## src/design/riffp_pkg.sv

```systemverilog
// Shared types and constants for the RIFF/WAVE smpl loop probe.
// No dependencies; every other design file imports this package.
package riffp_pkg;

    // Four-character chunk tags, little-endian as they arrive on the wire.
    localparam logic [31:0] TAG_RIFF = 32'h4646_4952;
    localparam logic [31:0] TAG_WAVE = 32'h4556_4157;
    localparam logic [31:0] TAG_SMPL = 32'h6C70_6D73;

    // Status codes carried on the result word.
    localparam logic [2:0] ST_OK              = 3'd0;
    localparam logic [2:0] ST_BAD_HEADER      = 3'd1;
    localparam logic [2:0] ST_CHUNK_OVERRUN   = 3'd2;
    localparam logic [2:0] ST_SMPL_SHORT      = 3'd3;
    localparam logic [2:0] ST_LOOP_MISSING    = 3'd4;
    localparam logic [2:0] ST_END_BEFORE_START = 3'd5;

    // File layout constants.
    localparam int unsigned FILE_HDR_BYTES = 12;
    localparam int unsigned CHUNK_HDR_BYTES = 8;
    localparam int unsigned SMPL_MIN_SIZE  = 36;
    localparam int unsigned SMPL_LOOP_SIZE = 60;

    // Byte offsets inside the smpl body and the chunk header.
    localparam logic [5:0] OFF_TAG_LAST   = 6'd3;
    localparam logic [5:0] OFF_HDR_LAST   = 6'd7;
    localparam logic [5:0] OFF_COUNT_LO   = 6'd28;
    localparam logic [5:0] OFF_COUNT_HI   = 6'd31;
    localparam logic [5:0] OFF_START_LO   = 6'd44;
    localparam logic [5:0] OFF_START_HI   = 6'd47;
    localparam logic [5:0] OFF_END_LO     = 6'd48;
    localparam logic [5:0] OFF_END_HI     = 6'd51;

    // Parser phases.
    typedef enum logic [1:0] {
        PH_HEADER,
        PH_CHUNKHDR,
        PH_SKIP,
        PH_SMPL
    } phase_t;

    // One input word as held in the input register.
    typedef struct packed {
        logic [7:0]  data_byte;
        logic        last_byte;
        logic [31:0] payload_length;
    } in_word_t;

    // One result word.
    typedef struct packed {
        logic        loop_found;
        logic [2:0]  status_code;
        logic [31:0] loop_start;
        logic [31:0] loop_end;
    } result_t;

    // Shift a byte into the top of a little-endian accumulator.
    function automatic logic [31:0] shift_in(input logic [31:0] acc, input logic [7:0] b);
        return {b, acc[31:8]};
    endfunction

endpackage

```

## src/design/riffp_in_stage.sv

```systemverilog
// Input register for the byte stream: one word deep, refilled in the same cycle it drains.
// Depends on riffp_pkg for the input word type.
module riffp_in_stage (
    input  logic               aclk,
    input  logic               aresetn,
    input  logic               in_valid,
    output logic               in_ready,
    input  riffp_pkg::in_word_t in_word,
    input  logic               take,
    output logic               word_valid,
    output riffp_pkg::in_word_t word
);
    import riffp_pkg::*;

    logic     vld_reg;
    logic     vld_next;
    in_word_t word_reg;

    // The register may load whenever it is empty or its word is consumed now.
    assign in_ready   = !vld_reg || take;
    assign word_valid = vld_reg;
    assign word       = word_reg;

    always_comb begin
        vld_next = vld_reg;
        if (in_valid && in_ready) begin
            vld_next = 1'b1;
        end else if (take) begin
            vld_next = 1'b0;
        end
    end

    always_ff @(posedge aclk) begin
        if (!aresetn) begin
            vld_reg <= 1'b0;
        end else begin
            vld_reg <= vld_next;
        end
    end

    // Payload register carries no reset.
    always_ff @(posedge aclk) begin
        if (in_valid && in_ready) begin
            word_reg <= in_word;
        end
    end

    // A held word that is not consumed must stay put.
    a_hold_word: assert property (@(posedge aclk) disable iff (!aresetn)
        vld_reg && !take |=> vld_reg && $stable(word_reg))
        else $error("input word changed while waiting");

endmodule

```

## src/design/riffp_core.sv

```systemverilog
// Byte-at-a-time RIFF/WAVE chunk walker that latches the first smpl loop outcome.
// Depends on riffp_pkg for phases, tags, status codes and word types.
module riffp_core #(
    parameter int unsigned LENGTH_BITS = 32
) (
    input  logic                aclk,
    input  logic                aresetn,
    input  logic                word_valid,
    input  riffp_pkg::in_word_t word,
    input  logic                out_free,
    output logic                take,
    output logic                res_valid,
    output riffp_pkg::result_t  result
);
    import riffp_pkg::*;

    // Total length width, offset register width and arithmetic width.
    localparam int unsigned TW = (LENGTH_BITS < 32) ? LENGTH_BITS : 32;
    localparam int unsigned OW = TW + 2;
    localparam int unsigned AW = (LENGTH_BITS + 1 > 35) ? LENGTH_BITS + 1 : 35;
    localparam logic [LENGTH_BITS-1:0] POS_MAX = {LENGTH_BITS{1'b1}};

    logic [LENGTH_BITS-1:0] pos_reg, pos_next;
    phase_t                 phase_reg, phase_next;
    logic [TW-1:0]          total_reg, total_next;
    logic [31:0]            tag_reg, tag_next;
    logic [31:0]            size_reg, size_next;
    logic [OW-1:0]          next_off_reg, next_off_next;
    logic [5:0]             shift_reg, shift_next;
    logic [31:0]            count_reg, count_next;
    logic [31:0]            start_reg, start_next;
    logic [31:0]            end_reg, end_next;
    logic                   latched_reg, latched_next;
    logic [2:0]             status_reg, status_next;
    logic                   found_reg, found_next;

    logic          first;
    logic [TW-1:0] tot;
    logic [AW-1:0] pos_a, tot_a, off_a, body_a, size_a, walk_a;
    logic          skip_hit;
    phase_t        phase_eff;
    logic [5:0]    sh_eff;

    // A word is consumed unless it closes a payload and the result slot is full.
    assign take      = word_valid && (!word.last_byte || out_free);
    assign res_valid = take && word.last_byte;

    assign first    = (pos_reg == '0);
    assign tot      = first ? word.payload_length[TW-1:0] : total_reg;
    assign pos_a    = AW'(pos_reg);
    assign tot_a    = AW'(tot);
    assign off_a    = AW'(next_off_reg);
    assign body_a   = off_a + AW'(CHUNK_HDR_BYTES);
    assign skip_hit = (phase_reg == PH_SKIP) && (pos_a == off_a);
    assign phase_eff = skip_hit ? PH_CHUNKHDR : phase_reg;
    assign sh_eff    = skip_hit ? 6'd0 : shift_reg;

    // Next state of the parser for the word being consumed.
    always_comb begin
        pos_next      = pos_reg;
        phase_next    = phase_reg;
        total_next    = total_reg;
        tag_next      = tag_reg;
        size_next     = size_reg;
        next_off_next = next_off_reg;
        shift_next    = shift_reg;
        count_next    = count_reg;
        start_next    = start_reg;
        end_next      = end_reg;
        latched_next  = latched_reg;
        status_next   = status_reg;
        found_next    = found_reg;
        size_a        = '0;
        walk_a        = '0;
        result        = '0;

        if (take) begin
            total_next = tot;
            // A declared length shorter than the file header is rejected at once.
            if (first && (tot < TW'(FILE_HDR_BYTES))) begin
                latched_next = 1'b1;
                status_next  = ST_BAD_HEADER;
                found_next   = 1'b0;
            end

            if (!latched_next && (pos_a < tot_a)) begin
                case (phase_eff)
                    PH_HEADER: begin
                        tag_next = shift_in(tag_reg, word.data_byte);
                        if ((pos_reg == LENGTH_BITS'(3)) && (tag_next != TAG_RIFF)) begin
                            latched_next = 1'b1;
                            status_next  = ST_BAD_HEADER;
                        end else if (pos_reg == LENGTH_BITS'(11)) begin
                            if (tag_next != TAG_WAVE) begin
                                latched_next = 1'b1;
                                status_next  = ST_BAD_HEADER;
                            end else begin
                                next_off_next = OW'(FILE_HDR_BYTES);
                                phase_next    = PH_SKIP;
                                // Stop if no chunk header fits after the file header.
                                if (tot_a < AW'(FILE_HDR_BYTES + CHUNK_HDR_BYTES)) begin
                                    latched_next = 1'b1;
                                    status_next  = ST_OK;
                                end
                            end
                        end
                    end
                    PH_CHUNKHDR: begin
                        phase_next = PH_CHUNKHDR;
                        if (sh_eff <= OFF_TAG_LAST) begin
                            tag_next = shift_in(tag_reg, word.data_byte);
                        end else begin
                            size_next = shift_in(size_reg, word.data_byte);
                        end
                        size_a = AW'(size_next);
                        walk_a = body_a + size_a + AW'(size_next[0]);
                        if (sh_eff == OFF_HDR_LAST) begin
                            shift_next = sh_eff;
                            if (body_a + size_a > tot_a) begin
                                latched_next = 1'b1;
                                status_next  = ST_CHUNK_OVERRUN;
                            end else if (tag_next == TAG_SMPL) begin
                                if (size_next < 32'(SMPL_MIN_SIZE)) begin
                                    latched_next = 1'b1;
                                    status_next  = ST_SMPL_SHORT;
                                end else begin
                                    phase_next = PH_SMPL;
                                    shift_next = 6'd0;
                                end
                            end else begin
                                next_off_next = OW'(walk_a);
                                phase_next    = PH_SKIP;
                                // Stop if the next chunk header would not fit.
                                if (walk_a + AW'(CHUNK_HDR_BYTES) > tot_a) begin
                                    latched_next = 1'b1;
                                    status_next  = ST_OK;
                                end
                            end
                        end else begin
                            shift_next = sh_eff + 6'd1;
                        end
                    end
                    PH_SMPL: begin
                        // Gather the loop count and the first loop's frame bounds.
                        if (sh_eff >= OFF_COUNT_LO && sh_eff <= OFF_COUNT_HI) begin
                            count_next = shift_in(count_reg, word.data_byte);
                        end else if (sh_eff >= OFF_START_LO && sh_eff <= OFF_START_HI) begin
                            start_next = shift_in(start_reg, word.data_byte);
                        end else if (sh_eff >= OFF_END_LO && sh_eff <= OFF_END_HI) begin
                            end_next = shift_in(end_reg, word.data_byte);
                        end
                        if (sh_eff == OFF_COUNT_HI) begin
                            if (count_next == '0) begin
                                latched_next = 1'b1;
                                status_next  = ST_OK;
                            end else if (size_reg < 32'(SMPL_LOOP_SIZE)) begin
                                latched_next = 1'b1;
                                status_next  = ST_LOOP_MISSING;
                            end
                        end else if (sh_eff == OFF_END_HI) begin
                            latched_next = 1'b1;
                            if (end_next < start_reg) begin
                                status_next = ST_END_BEFORE_START;
                            end else begin
                                status_next = ST_OK;
                                found_next  = 1'b1;
                            end
                        end
                        shift_next = sh_eff + 6'd1;
                    end
                    default: begin
                        // Skipping a chunk body: nothing to gather.
                    end
                endcase
            end

            if (pos_reg != POS_MAX) begin
                pos_next = pos_reg + LENGTH_BITS'(1);
            end

            // The last byte closes the payload: report and rearm.
            if (word.last_byte) begin
                if (!latched_next) begin
                    status_next = (phase_next == PH_HEADER) ? ST_BAD_HEADER : ST_OK;
                    found_next  = 1'b0;
                end
                result.loop_found  = found_next;
                result.status_code = status_next;
                result.loop_start  = found_next ? start_next : 32'd0;
                result.loop_end    = found_next ? end_next : 32'd0;

                pos_next      = '0;
                phase_next    = PH_HEADER;
                total_next    = '0;
                tag_next      = '0;
                size_next     = '0;
                next_off_next = OW'(FILE_HDR_BYTES);
                shift_next    = '0;
                count_next    = '0;
                start_next    = '0;
                end_next      = '0;
                latched_next  = 1'b0;
                status_next   = ST_OK;
                found_next    = 1'b0;
            end
        end
    end

    // Parser state registers.
    always_ff @(posedge aclk) begin
        if (!aresetn) begin
            pos_reg      <= '0;
            phase_reg    <= PH_HEADER;
            total_reg    <= '0;
            tag_reg      <= '0;
            size_reg     <= '0;
            next_off_reg <= OW'(FILE_HDR_BYTES);
            shift_reg    <= '0;
            count_reg    <= '0;
            start_reg    <= '0;
            end_reg      <= '0;
            latched_reg  <= 1'b0;
            status_reg   <= ST_OK;
            found_reg    <= 1'b0;
        end else begin
            pos_reg      <= pos_next;
            phase_reg    <= phase_next;
            total_reg    <= total_next;
            tag_reg      <= tag_next;
            size_reg     <= size_next;
            next_off_reg <= next_off_next;
            shift_reg    <= shift_next;
            count_reg    <= count_next;
            start_reg    <= start_next;
            end_reg      <= end_next;
            latched_reg  <= latched_next;
            status_reg   <= status_next;
            found_reg    <= found_next;
        end
    end

    // A closed payload leaves the parser rearmed.
    a_rearm: assert property (@(posedge aclk) disable iff (!aresetn)
        res_valid |=> (pos_reg == '0) && !latched_reg && (phase_reg == PH_HEADER))
        else $error("parser not rearmed after last byte");

    // Status and found flag only move once an outcome is latched.
    a_unlatched_clean: assert property (@(posedge aclk) disable iff (!aresetn)
        !latched_reg |-> (status_reg == ST_OK) && !found_reg)
        else $error("outcome bits set without latch");

    // A found loop always reports success.
    a_found_ok: assert property (@(posedge aclk) disable iff (!aresetn)
        found_reg |-> latched_reg && (status_reg == ST_OK))
        else $error("found flag with error status");

    // The smpl body offset never runs more than one past the end frame field.
    a_shift_bound: assert property (@(posedge aclk) disable iff (!aresetn)
        shift_reg <= OFF_END_HI + 6'd1)
        else $error("body offset out of range");

endmodule

```

## src/design/riffp_out_stage.sv

```systemverilog
// Result register: holds one result word until the downstream side takes it.
// Depends on riffp_pkg for the result type.
module riffp_out_stage (
    input  logic               aclk,
    input  logic               aresetn,
    input  logic               res_valid,
    input  riffp_pkg::result_t result,
    output logic               out_free,
    output logic               out_valid,
    input  logic               out_ready,
    output riffp_pkg::result_t out_word
);
    import riffp_pkg::*;

    logic    vld_reg;
    logic    vld_next;
    result_t res_reg;

    // The slot can take a new result when empty or drained this cycle.
    assign out_free  = !vld_reg || out_ready;
    assign out_valid = vld_reg;
    assign out_word  = res_reg;

    always_comb begin
        vld_next = vld_reg;
        if (res_valid) begin
            vld_next = 1'b1;
        end else if (out_ready) begin
            vld_next = 1'b0;
        end
    end

    always_ff @(posedge aclk) begin
        if (!aresetn) begin
            vld_reg <= 1'b0;
        end else begin
            vld_reg <= vld_next;
        end
    end

    always_ff @(posedge aclk) begin
        if (res_valid) begin
            res_reg <= result;
        end
    end

    // The core never loads a result over one that is still waiting.
    a_no_overwrite: assert property (@(posedge aclk) disable iff (!aresetn)
        res_valid |-> out_free)
        else $error("result overwritten before delivery");

endmodule

```

## src/design/riff_smpl_loop_probe_top.sv

```systemverilog
// RIFF/WAVE smpl loop probe: accepts one payload byte per cycle, sustained.
// A result appears on m_ once its last byte has passed through the input register and the
// chunk walker's update has filled the result register; a waiting result holds that byte back.
// Input stalls only while a finished result waits and the next last byte arrives.
// Reset (aresetn low, synchronous) empties both registers and rearms the parser.
module riff_smpl_loop_probe_top #(
    parameter int unsigned LENGTH_BITS = 32
) (
    input  logic        aclk,
    input  logic        aresetn,
    input  logic        s_valid,
    output logic        s_ready,
    input  logic [7:0]  s_data_byte,
    input  logic        s_last_byte,
    input  logic [31:0] s_payload_length,
    output logic        m_valid,
    input  logic        m_ready,
    output logic        m_loop_found,
    output logic [2:0]  m_status_code,
    output logic [31:0] m_loop_start,
    output logic [31:0] m_loop_end
);
    import riffp_pkg::*;

    in_word_t in_word;
    in_word_t word;
    logic     word_valid;
    logic     take;
    logic     res_valid;
    logic     out_free;
    result_t  result;
    result_t  out_word;

    // Gather the input ports into one word.
    assign in_word.data_byte      = s_data_byte;
    assign in_word.last_byte      = s_last_byte;
    assign in_word.payload_length = s_payload_length;

    riffp_in_stage u_in (
        .aclk       (aclk),
        .aresetn    (aresetn),
        .in_valid   (s_valid),
        .in_ready   (s_ready),
        .in_word    (in_word),
        .take       (take),
        .word_valid (word_valid),
        .word       (word)
    );

    riffp_core #(
        .LENGTH_BITS (LENGTH_BITS)
    ) u_core (
        .aclk       (aclk),
        .aresetn    (aresetn),
        .word_valid (word_valid),
        .word       (word),
        .out_free   (out_free),
        .take       (take),
        .res_valid  (res_valid),
        .result     (result)
    );

    riffp_out_stage u_out (
        .aclk      (aclk),
        .aresetn   (aresetn),
        .res_valid (res_valid),
        .result    (result),
        .out_free  (out_free),
        .out_valid (m_valid),
        .out_ready (m_ready),
        .out_word  (out_word)
    );

    // Spread the result word onto the output ports.
    assign m_loop_found  = out_word.loop_found;
    assign m_status_code = out_word.status_code;
    assign m_loop_start  = out_word.loop_start;
    assign m_loop_end    = out_word.loop_end;

endmodule

```

## config.mk

```make
export PLATFORM = sky130hd
export DESIGN_NAME = riff_smpl_loop_probe_top
export DESIGN_NICKNAME = d
export VERILOG_FILES = /design/src/design/riffp_pkg.sv /design/src/design/riffp_in_stage.sv /design/src/design/riffp_core.sv /design/src/design/riffp_out_stage.sv /design/src/design/riff_smpl_loop_probe_top.sv
export SDC_FILE = /design/constraint.sdc
export NUM_CORES = 1
export LEC_CHECK = 0
export BUFFER_PORTS_ARGS = -buffer_cell sky130_fd_sc_hd__buf_2
export CAP_MARGIN = 30
export CELL_PAD_IN_SITES_DETAIL_PLACEMENT = 1
export CELL_PAD_IN_SITES_GLOBAL_PLACEMENT = 1
export CORE_MARGIN = 3
export CORE_UTILIZATION = 49
export DETAILED_ROUTE_END_ITERATION = 12
export GPL_TIMING_DRIVEN = 0
export PLACE_DENSITY = 0.79
export SYNTH_ARGS = -nofsm -noshare
export SYNTH_HDL_FRONTEND = slang
export SYNTH_SLANG_ARGS = --single-unit
```

## constraint.sdc

```tcl
create_clock -name aclk -period 11.3 [get_ports aclk]
set_clock_uncertainty 0.2 [all_clocks]
set_input_delay 0.565 -clock aclk [delete_from_list [all_inputs] [get_ports aclk]]
set_output_delay 0.565 -clock aclk [all_outputs]
set_load 0.005 [all_outputs]
```

# --- After elaboration in Yosys (flattened, before gate mapping) ---
# Cells that the tools add are included.
op_classes:
  addsub: 6
  n_lt_le_gt_ge: 15
  n_reduce_logical: 37
  n_mux: 121
  n_eq_ne: 19
op_table:
  columns: ["cell", "count"]
  rows:
  - ["$mux W32", 38]
  - ["$mux W34", 8]
  - ["$gt A35 B32 Y1", 2]
  - ["$pmux W34 S2", 1]
  - ["$logic_not A32 Y1", 2]
  - ["$lt A32 B32 Y1", 2]
  - ["$lt A32 B6 Y1 const B", 2]
  - ["$ne A32 B31 Y1 const B", 2]
  - ["$pmux W32 S2", 1]
  - ["$mux W3", 18]
  - ["$mux W6", 7]
  - ["$add A34 B4 Y35 const B", 1]
  - ["$add A35 B1 Y35", 1]
  - ["$add A35 B32 Y35", 1]
  - ["$add A35 B4 Y35 const B", 1]
  - ["$eq A32 B34 Y1", 1]
  - ["$mux W1", 33]
  - ["$add A32 B1 Y32 const B", 1]
  - ["$eq A32 B2 Y1 const B", 1]
  - ["$eq A32 B31 Y1 const B", 1]
  - ["$eq A32 B4 Y1 const B", 1]
  - ["$lt A32 B4 Y1 const B", 1]
  - ["$lt A32 B5 Y1 const B", 1]
  - ["$ne A32 B32 Y1 const B", 1]
  - ["other kinds (27)", 70]
totals:
  input_bits: 45
  elab_cells: 220
  output_inout_bits: 70
  ff_bits: 382

# --- Depth between registers and ports, before layout ---
logic_depth:
  ltp_word: 25
  ltp_mapped: 44
  ltp_nobuf: 36

# --- Hierarchy ---
# Synthesis repeated with hierarchy kept, for this count alone.
hier_totals:
  cells_unflattened: 2788
  hier_area_um2: 24671.2
modules_own_cells:
  columns: ["mod", "instances", "area_each_um2", "seq_area_each_um2", "cells_per_inst"]
  rows:
  - ["riffp_core", 1, 21291.7, 5425.2, 2670]
  - ["riffp_out_stage", 1, 2090.8, 2062.0, 72]
  - ["riffp_in_stage", 1, 1288.7, 1251.2, 46]

# --- Worst setup path before layout ---
# Ideal clock, no wire load.
synth_timing:
  kind: "reg-to-reg"
  start: "register u_core.pos_reg[3]"
  end: "register u_out.res_reg (netlist bit u_out.out_word[63]) (data pin)"
  n_path_buf: 7
  period_less_slack_ns: 9.680
  t_required_ns: 10.845
  path_stages_with_launch: 42
  setup_time_ns: 0.255
  path_slack_ns: 1.620
  arrival_time_ns: 9.226
  cell_sequence: "dfxtp_1 clkbuf_1 xor2_1 nor4_1 nand4_1 or3_1 clkbuf_1 nor2b_1 clkbuf_1 buf_1 clkbuf_1 mux2_2 ha_1 fa_1 a211oi_2 o211ai_1 a311oi_2 and4b_1 [... 6 more ...] nand2_1 xor2_1 ha_1 nor2b_1 o21ai_0 nand2b_1 a21oi_1 or4bb_1 a22o_1 nor3_1 mux2_2 o311ai_1 mux2i_1 a211oi_2 o211ai_1 buf_6 buf_6 nor2_1"
synth_via:
  elab_chain_cells: 23
  elab_cells_between_ends: 90
  classes_between: "3 x add/sub; 14 x order compare; 9 x eq/ne; 52 x mux; 12 x reduce/logical"
synth_rtl:
  columns: ["item", "line", "source"]
  rows:
  - ["start, declared", "riffp_core.sv:23", "logic [LENGTH_BITS-1:0] pos_reg, pos_next;"]
  - ["start signal, assigned", "riffp_core.sv:226", "pos_reg <= pos_next;"]
  - ["$eq A32 B34 Y1", "riffp_core.sv:54", "assign skip_hit = (phase_reg == PH_SKIP) && (pos_a == off_a);"]
  - ["$logic_and A1 B1 Y1", "riffp_core.sv:54", null]
  - ["$mux W6", "riffp_core.sv:56", "assign sh_eff = skip_hit ? 6'd0 : shift_reg;"]
  - ["$le A6 B2 Y1", "riffp_core.sv:110", "if (sh_eff <= OFF_TAG_LAST) begin"]
  - ["$mux W32", "riffp_core.sv:110", null]
  - ["$mux W32", "riffp_core.sv:87", "case (phase_eff)"]
  - ["$mux W32", "riffp_core.sv:86", "if (!latched_next && (pos_a < tot_a)) begin"]
  - ["$mux W32", "riffp_core.sv:77", "if (take) begin"]
  - ["[... 7 more ...]", null, null]
  - ["$mux W1", "riffp_core.sv:117", "if (sh_eff == OFF_HDR_LAST) begin"]
  - ["$pmux W1 S3", "riffp_core.sv:87", null]
  - ["$mux W1", "riffp_core.sv:86", null]
  - ["$mux W1", "riffp_core.sv:77", null]
  - ["$mux W1", "riffp_core.sv:183", "if (!latched_next) begin"]
  - ["$mux W1", "riffp_core.sv:182", "if (word.last_byte) begin"]
  - ["$mux W1", "riffp_core.sv:77", null]
  - ["$reduce_and A3 Y1 (no source line)", null, null]
  - ["end signal, assigned", "riffp_out_stage.sv:43", "res_reg <= result;"]
  - ["end, declared", "riffp_out_stage.sv:17", "result_t res_reg;"]
# Several ways; a longest one is shown, not always the timed one. The select of a mux whose other input is x is not followed.
# A chain may end at the register's enable or synchronous reset.

# --- Worst setup path in the final report ---
layout_timing:
  start: "register u_core.next_off_reg[15]"
  end: "register u_out.res_reg (netlist bit u_out.out_word[2]) (data pin)"
layout_via:
  elab_chain_cells: 23
  elab_cells_between_ends: 70
  classes_between: "4 x add/sub; 11 x order compare; 7 x eq/ne; 41 x mux; 7 x reduce/logical"
layout_rtl:
  columns: ["item", "line", "source"]
  rows:
  - ["start, declared", "riffp_core.sv:28", "logic [OW-1:0] next_off_reg, next_off_next;"]
  - ["start signal, assigned", "riffp_core.sv:217", "next_off_reg <= OW'(FILE_HDR_BYTES);"]
  - ["start signal, assigned", "riffp_core.sv:231", "next_off_reg <= next_off_next;"]
  - ["$eq A32 B34 Y1", "riffp_core.sv:54", null]
  - ["$logic_and A1 B1 Y1", "riffp_core.sv:54", null]
  - ["$mux W6", "riffp_core.sv:56", null]
  - ["$le A6 B2 Y1", "riffp_core.sv:110", null]
  - ["$mux W32", "riffp_core.sv:110", null]
  - ["$mux W32", "riffp_core.sv:87", null]
  - ["$mux W32", "riffp_core.sv:86", null]
  - ["$mux W32", "riffp_core.sv:77", null]
  - ["[... 7 more ...]", null, null]
  - ["$mux W1", "riffp_core.sv:117", null]
  - ["$pmux W1 S3", "riffp_core.sv:87", null]
  - ["$mux W1", "riffp_core.sv:86", null]
  - ["$mux W1", "riffp_core.sv:77", null]
  - ["$mux W1", "riffp_core.sv:183", null]
  - ["$mux W1", "riffp_core.sv:182", null]
  - ["$mux W1", "riffp_core.sv:77", null]
  - ["$reduce_and A3 Y1 (no source line)", null, null]
# Several ways; a longest one is shown, not always the timed one. The select of a mux whose other input is x is not followed.

==> flow_summary.json <==
{
  "max_freq_ghz": 0.0910,
  "grt_pass1_vias": 22700,
  "antenna_found_initial": 1,
  "clk_pin_slew_worst_paths_ps": 70,
  "pre_cts_slack_ps": -2110,
  "holdWs_ps": 93.5,
  "finalCriticalPeriod_ps": 10990,
  "cp_max_fo": 10,
  "worstSkewPairLatency_ps": 600,
  "peakVddDrop_mv": 0.121,
  "fin_crit_sh": 0.972,
  "async_flop_share": 0,
  "drc_errors": 0,
  "gp_congestion": 0.951,
  "dp_hpwl_um": 65600,
  "dp_cells": 3351,
  "cts_tree": "yes",
  "die_area_um2": 51700,
  "syn_to_final_growth_pct": 14.8,
  "setup-violations-final": 0,
  "status": "finished clean",
  "syn-num-nets": 2861,
  "hp-class": "input port to flop",
  "maxCapViolations": 0,
  "finalHoldViolations": 0,
  "dr.pass1.iters": 7,
  "power_density_nw_per_um2": 109,
  "ys_seq_area_frac": 0.357,
  "final_max_slew_viol_count": 0,
  "grt_pass1_wl_um": 134000,
  "ys_types": 99,
  "n_fill_cell": 5576,
  "num_vias": 21800,
  "port_buffers": 113,
  "startpoint_type": "flop",
  "cts_max_level": 2,
  "leakagePower_nw": 11.0,
  "synth_area_um2": 24000,
  "num_rows": 80,
  "cp-end-kind": "flop",
  "largest_reg_flops": 68,
  "ios": 115,
  "cp_data_arrival_time_ps": 11130,
  "numCtsBuffers": 42,
  "ys.flop_type": "dfxtp_1",
  "grt_usage": 0.333,
  "initial_utilization": 0.500,
  "crit_slowest_cell": "or4bb_1",
  "wirelength_um": 87000,
  "avgViaCountPerCell": 6.27,
  "synth.avg_cell_area_um2": 9.17,
  "drive_above_1_share": 0.130,
  "crit_type": "flop to flop",
  "nets": 3076,
  "critical_path.max_stage_delay_ps": 550,
  "cts_sinks": 374,
  "synth-edff-count": 109,
  "critPathRequiredTime_ps": 11440,
  "antenna-diode-count": 0,
  "final.setup.worst_slack_ps": 314,
  "grt_max_degree": 40,
  "yosys_register_bits": 374,
  "grt_remaining_overflow": 0,
  "die_w_um": 227,
  "clock_path_buffers": 3,
  "coreArea_um2": 48000,
  "stdcell_count": 3483,
  "power_mw": 2.99,
  "path_common_cell": "nand4_1",
  "relSlewSlack": 0.335,
  "wl_per_cell_um": 25.0,
  "yosysWarningCount": 0,
  "die_y_um": 227,
  "drtIter0Drc": 1477,
  "postSynthCellCount": 2619,
  "clockRootBuffer": "clkbuf_16",
  "tightest_slew_ps": 997,
  "ant_nets": 0
}
==> what timing repair did <==
| item | CTS | global route |
|---|---|---|
| buffers inserted | 9 | 7 |
| gates cloned | 0 | 0 |
| hold endpoints to repair | 41 | 0 |
| setup endpoints to repair | 72 | 72 |
| gates resized for setup | 24 | 26 |
| pin swaps | 6 | 5 |
| hold buffers | 41 | 0 |
==> cells in the final DEF (no fill, tap or decap), drive strengths merged, types with 8 or more instances in the layout <==
cell,count
a22oi,147
mux2,66
nand2,159
buf,161
o211ai,18
a21o,42
xnor2,42
clkbuf,166
dfxtp,265
edfxtp,109
dlygate4sd3,41
nand2b,20
nand3,56
o31ai,11
a211oi,15
or2,10
inv,64
a21oi,123
clkinv,15
o21ai,106
nand3b,9
and3,35
nand4,67
or4,8
nor3,62
and2,57
nor2,178
a32oi,12
and4,14
xor2,82
o21bai,13
nor4,43
or3,14
ha,196
o21a,16
nor2b,216
a21boi,8
mux2i,101
==> kinds of logic (layout without fill, tap and decap cells) <==
| logic type | after synthesis | count (layout) | synth area share |
|---|---|---|---|
| simple gates | 978 | 978 | 0.222 |
| buf+inv | 208 | 457 | 0.0357 |
| mux | 167 | 167 | 0.0731 |
| xor+xnor | 125 | 125 | 0.0465 |
| fa+ha+maj | 197 | 197 | 0.103 |
| flops | 374 | 374 | 0.357 |
| compound gates | 570 | 570 | 0.162 |
==> power breakdown <==
group / leakage (nW) / switching, mW / internal, mW / total, mW
sequential: 3.30 / 0.0124 / 1.39 / 1.41
clock: 0.672 / 0.610 / 0.797 / 1.41
combinational: 7.00 / 0.116 / 0.0633 / 0.179
total: 11.0 / 0.738 / 2.25 / 2.99
==> worst max-delay path, delay by kind of cell (launching register included) <==
kind / cells / cell delay, ps
and+or+nand+nor: 16 / 4080
DFF: 1 / 530
AOI/OAI and AO/OA: 9 / 1970
xor gates and xnor gates: 3 / 650
adders and majority gates: 3 / 1170
muxes: 3 / 650
buffers and inverters: 7 / 1470
==> routing by layer <==
metal | track usage | wire [µm] | up-vias
met2 | 0.593 | 42900 | 647
met5 | 0 | 0 | -
met3 | 0.0326 | 3630 | 226
li1 | - | - | 10100
met4 | 0.164 | 4590 | 0
met1 | 0.402 | 35900 | 10900
==> cell usage after synthesis (81+ instances only) <==
cell / n / share of area
o21ai_0: 94 / 0.020
clkbuf_1: 117 / 0.018
nand2_1: 159 / 0.025
dfxtp_1: 265 / 0.22
xor2_1: 81 / 0.030
ha_1: 196 / 0.10
a21oi_1: 122 / 0.025
a22oi_1: 147 / 0.046
edfxtp_1: 109 / 0.14
nor2_1: 178 / 0.028
mux2i_1: 101 / 0.042
nor2b_1: 216 / 0.056
==> metrics by stage <==
step | util | area [µm²] | TNS, ps
floorplan | - | 24000 | 0
global placement | 0.528 | 25300 | -176370
detailed placement | 0.529 | 25400 | -142080
CTS | 0.571 | 27400 | 0
global route | 0.574 | 27600 | -360
finish | 0.574 | 27600 | 0
==> worst paths after layout <==
| check | start | endpoint | slack (ps) | cells after the start |
|---|---|---|---|---|
| worst max register to register | u_core.next_off_reg[15] | u_out.out_word[2] | 310 | 41 |
| worst min-delay path | s_valid | u_in.word_valid | 90 | 3 |
| worst min register to register | u_core.status_reg[1] | u_core.status_reg[1] | 300 | 2 |
| worst max-delay path | u_core.next_off_reg[15] | u_out.out_word[2] | 310 | 41 |
==> area by class of cell <==
class | instances | area [µm²] | share of cell area
repair buffers | 174 | 1150 | 0.0417
inverters | 61 | 229 | 0.00831
plain buffers | 144 | 631 | 0.0229
multi-input cells | 2037 | 14800 | 0.537
well taps | 615 | 769 | 0.0279
clock inverters | 28 | 289 | 0.0105
clock buffers | 50 | 1100 | 0.0400
flip-flops and latches | 374 | 8590 | 0.312
Power figures use the tool's default switching activity.
